### config.mk
export PLATFORM = sky130hd
export DESIGN_NAME = bfct_cmp
export DESIGN_NICKNAME = d
export VERILOG_FILES = /design/src/hw/rtl/bfct_pkg.sv /design/src/hw/rtl/bfct_cmp.sv
export SDC_FILE = /design/constraint.sdc
export NUM_CORES = 1
export LEC_CHECK = 0
export BUFFER_PORTS_ARGS = -buffer_cell sky130_fd_sc_hd__buf_2
export CAP_MARGIN = 30
export CORE_AREA = 2 2 89 91
export DETAILED_ROUTE_END_ITERATION = 12
export DIE_AREA = 0 0 91 93
export PLACE_DENSITY = 0.86
export SLEW_MARGIN = 20
export SYNTH_ARGS = -nofsm -noshare
export SYNTH_HDL_FRONTEND = slang
export SYNTH_SLANG_ARGS = --single-unit
### constraint.sdc
create_clock -name vclk -period 2.43
set_clock_uncertainty 0.05 [all_clocks]
set_input_delay 0.243 -clock vclk [all_inputs]
set_output_delay 0.243 -clock vclk [all_outputs]
set_load 0.05 [all_outputs]
### src/hw/rtl/bfct_pkg.sv
// Shared types and constants for the best-fit chunk table.
`default_nettype none

package bfct_pkg;

    // Fixed field widths on the streaming ports
    localparam int FIELD_BITS    = 32;
    localparam int SLOT_OUT_BITS = 6;
    localparam int STAMP_BITS    = 32;
    localparam int CMD_BITS      = 2;
    localparam int STATUS_BITS   = 2;

    // Slave-side packing
    localparam int S_TDATA_BITS = 104;
    localparam int S_TUSER_BITS = 3;
    localparam int IN_SIZE_LSB  = 0;
    localparam int IN_BASE_LSB  = 32;
    localparam int IN_ADDR_LSB  = 64;
    localparam int IN_SLOT_LSB  = 96;
    localparam int IN_LIST_BIT  = 2;

    // Master-side packing
    localparam int M_TDATA_BITS = 104;
    localparam int M_TUSER_BITS = 2;
    localparam int PAD_BITS     = M_TDATA_BITS - SLOT_OUT_BITS - 3 * FIELD_BITS;

    typedef enum logic [CMD_BITS-1:0] {
        CMD_ADD    = 2'd0,
        CMD_MARK   = 2'd1,
        CMD_SEARCH = 2'd2
    } cmd_t;

    typedef enum logic [STATUS_BITS-1:0] {
        ST_OK        = 2'd0,
        ST_INVALID   = 2'd1,
        ST_FULL      = 2'd2,
        ST_NOT_FOUND = 2'd3
    } status_t;

    typedef enum logic [2:0] {
        S_CLEAR,
        S_IDLE,
        S_DECODE,
        S_SCAN,
        S_COMMIT,
        S_MARK_CHK,
        S_FINISH
    } state_t;

    // Verdict of the shared compare unit on one candidate record
    typedef struct packed {
        logic free;
        logic hit;
        logic better;
    } cmp_t;

endpackage

`default_nettype wire

### src/hw/rtl/bfct_cmp.sv
// Shared compare unit: judges one record against the request and the best so far.
`default_nettype none

module bfct_cmp
    import bfct_pkg::*;
#(
    parameter int SIZE_BITS = 32,
    parameter int ADDR_BITS = 32
)
(
    input  wire logic                  cand_valid,
    input  wire logic                  cand_in_used,
    input  wire logic [SIZE_BITS-1:0]  cand_size,
    input  wire logic [ADDR_BITS-1:0]  cand_addr,
    input  wire logic [STAMP_BITS-1:0] cand_stamp,
    input  wire logic                  req_list,
    input  wire logic [SIZE_BITS-1:0]  req_size,
    input  wire logic [ADDR_BITS-1:0]  req_addr,
    input  wire logic                  best_found,
    input  wire logic [SIZE_BITS-1:0]  best_size,
    input  wire logic [STAMP_BITS-1:0] best_stamp,
    output cmp_t                       verdict
);

    logic size_hit;
    logic addr_hit;

    always_comb
    begin
        size_hit = (req_size != '0) && (cand_size >= req_size);
        addr_hit = (req_addr != '0) && (cand_addr == req_addr);

        verdict.free   = !cand_valid;
        verdict.hit    = cand_valid && (cand_in_used == req_list) && (size_hit || addr_hit);
        // smaller size first; on equal size the newer stamp wins
        verdict.better = !best_found || (cand_size < best_size) ||
                         ((cand_size == best_size) && (cand_stamp > best_stamp));
    end

endmodule

`default_nettype wire

==> reports/metrics.cfg <==
[run_status]
status=finished clean

[final_layout]
nets=971
final_common_cell=buf_2
layout-drive-gt1-share_pct=38.1
clock_buffers=0
nFillCells=744
regArea_sq_um=0
design.seq.count=0
final_cell_mix=buf_2 (227), inv_1 (96), ha_1 (95)
stdcell_count=747
n_antenna_cell=0
area_growth_pct=47.8

[pwr]
power.density_nw_per_um2=160
ir_drop_mv=0.101
p_leak_nw=2.58

[critical_path]
critPathSlowestCell=a2111oi_4
critPathRequiredTime_ns=2.14
end_kind=primary output
path_cells=buf_6, inv_4, ha_4, nand2b_4, a2111oi_4, o41ai_2, a211o_1, a311oi_2, o22ai_1, buf_4
critPathLaunchType=primary input
max_stage_delay_ns=0.34
crit_fanout=2
path_class=primary input to primary output
cp.arrival_ns=2.08
path_delay_family=compound AO/OA/AOI/OAI gates
crit_buf_inv=3

[timing]
tightest_slew_ns=0.382
clock.fmax_mhz=422
fin_crit_ns=2.37
setup_violations=0
rsz0062_at_grt=true
max_slew_margin_pct=73.8
period_share_pct=97.6
final-hold-violation-count=0
hold_ws_ns=0.806
slew_viol_final=0

[floorplan]
ios=231
fp.dieH_microns=93
std_cell_rows=32
fp.coreArea_sq_um=7530
start_util_pct=38.6
die_area_sq_um=8460
chipWidth_microns=91

[drt]
ant_nets=0
routed_wl_microns=10600
wl_per_cell_microns=14.1
drt_iter0_drc=63
vias_per_cell=5.14
via_count=3837
drtPass1Iterations=4
drc_errors=0

[synth]
syn-num-nets=735
syn_area_per_cell_sq_um=7.07
synth_cell_types=36
synth_top_cell_by_area=ha_1
synth.top_cell.area_share_pct=41.4
synth_area_sq_um=2900
yosysWarnings=0
yosysSeqAreaShare_pct=0
postSynthCellCount=411
synth_area_leaders=ha_1 (41%), inv_1 (13%), a21oi_1 (6.9%)

[worst_hold_path]
hp-start=cand_valid
holdPathStages=3
hold_class=primary input to primary output
hold_end=verdict[2]

[clocking]
hold_buffers=0

[run]
drv_cap=0

[grt]
grt_max_degree=5
grt_overflow=0
grt.total_usage_pct=24.2
grt_pass1_vias=4119
antenna_found_initial=0
grt_pass1_wl_microns=17100

[place]
place_congestion=0.905
hpwl_microns=10000
placed_cells=747
io_buffers=231

-- synthesized netlist by cell type, types with 4 or more instances --
master / n
nor2_1: 11
nand3_1: 10
nand2_1: 26
nor3_1: 4
nand4_1: 27
xor2_1: 14
ha_1: 96
a21o_1: 6
a21oi_1: 40
o21ai_0: 9
xnor2_1: 19
nor4_1: 24
inv_1: 97
-- per-layer routing --
layer | GRT usage, % | wire [microns]
met1 | 23.3 | 3740
met2 | 52.7 | 5840
met3 | 2.74 | 659
met4 | 6.94 | 311
met5 | 0 | 0
-- cell type report --
type / count / area [sq um] / area share [%]
multi-input combinational: 314 / 2600 / 60.6
timing repair buffer: 234 / 1200 / 27.9
inverter: 97 / 367 / 8.54
tap: 102 / 128 / 2.97
-- how the worst max path moves through the flow --
stage                 start    endpoint  slack (ns)  cells past startpoint
3_3_place_gp   cand_size[0]  verdict[1]       -0.05                     10
4_1_cts        cand_size[0]  verdict[1]       0.007                     10
5_1_grt        cand_size[0]  verdict[1]       -0.01                     10
3_5_place_dp   cand_size[0]  verdict[1]       -0.13                     10
2_1_floorplan  cand_size[0]  verdict[1]        0.07                      8
6_report       cand_size[0]  verdict[1]        0.06                     10
-- repair_timing --
item / in CTS / in global routing
hold endpoints to repair: 0 / 0
pin swaps: 5 / 6
endpoints found under the setup margin: 1 / 2
setup buffers: 0 / 0
gates resized for setup: 3 / 13
-- power breakdown --
| group | switching, mW | leakage, nW | internal, mW |
|---|---|---|---|
| Sequential | 0 | 0 | 0 |
| Clock | 0 | 0 | 0 |
| Combinational | 0.344 | 2.58 | 0.341 |
| Total | 0.344 | 2.58 | 0.341 |
-- kinds of logic (layout without fill, tap and decap cells) --
family / count (synthesis) / after routing / synth area share (%)
AOI/OAI and AO/OA: 78 / 78 / 16.6
adders and majority gates: 96 / 96 / 41.4
and+or+nand+nor: 107 / 107 / 19.5
xor gates and xnor gates: 33 / 33 / 9.95
buffers and inverters: 97 / 331 / 12.5
-- through the flow --
step	utilization (%)	setup TNS [ns]	power (mW)	area, sq um	worst slack (ns)
detailed placement	55.9	-0.130	0.668	4210	-0.130
finish	57.0	0	0.685	4290	0.0575
floorplan	-	0	0.343	2900	0.0727
CTS	56.2	0	0.678	4230	0.00708
global route	57.0	-0.0167	0.777	4290	-0.00964
global placement	55.9	-0.0459	0.636	4210	-0.0459
Note: power is estimated with default switching activity, not from simulation.
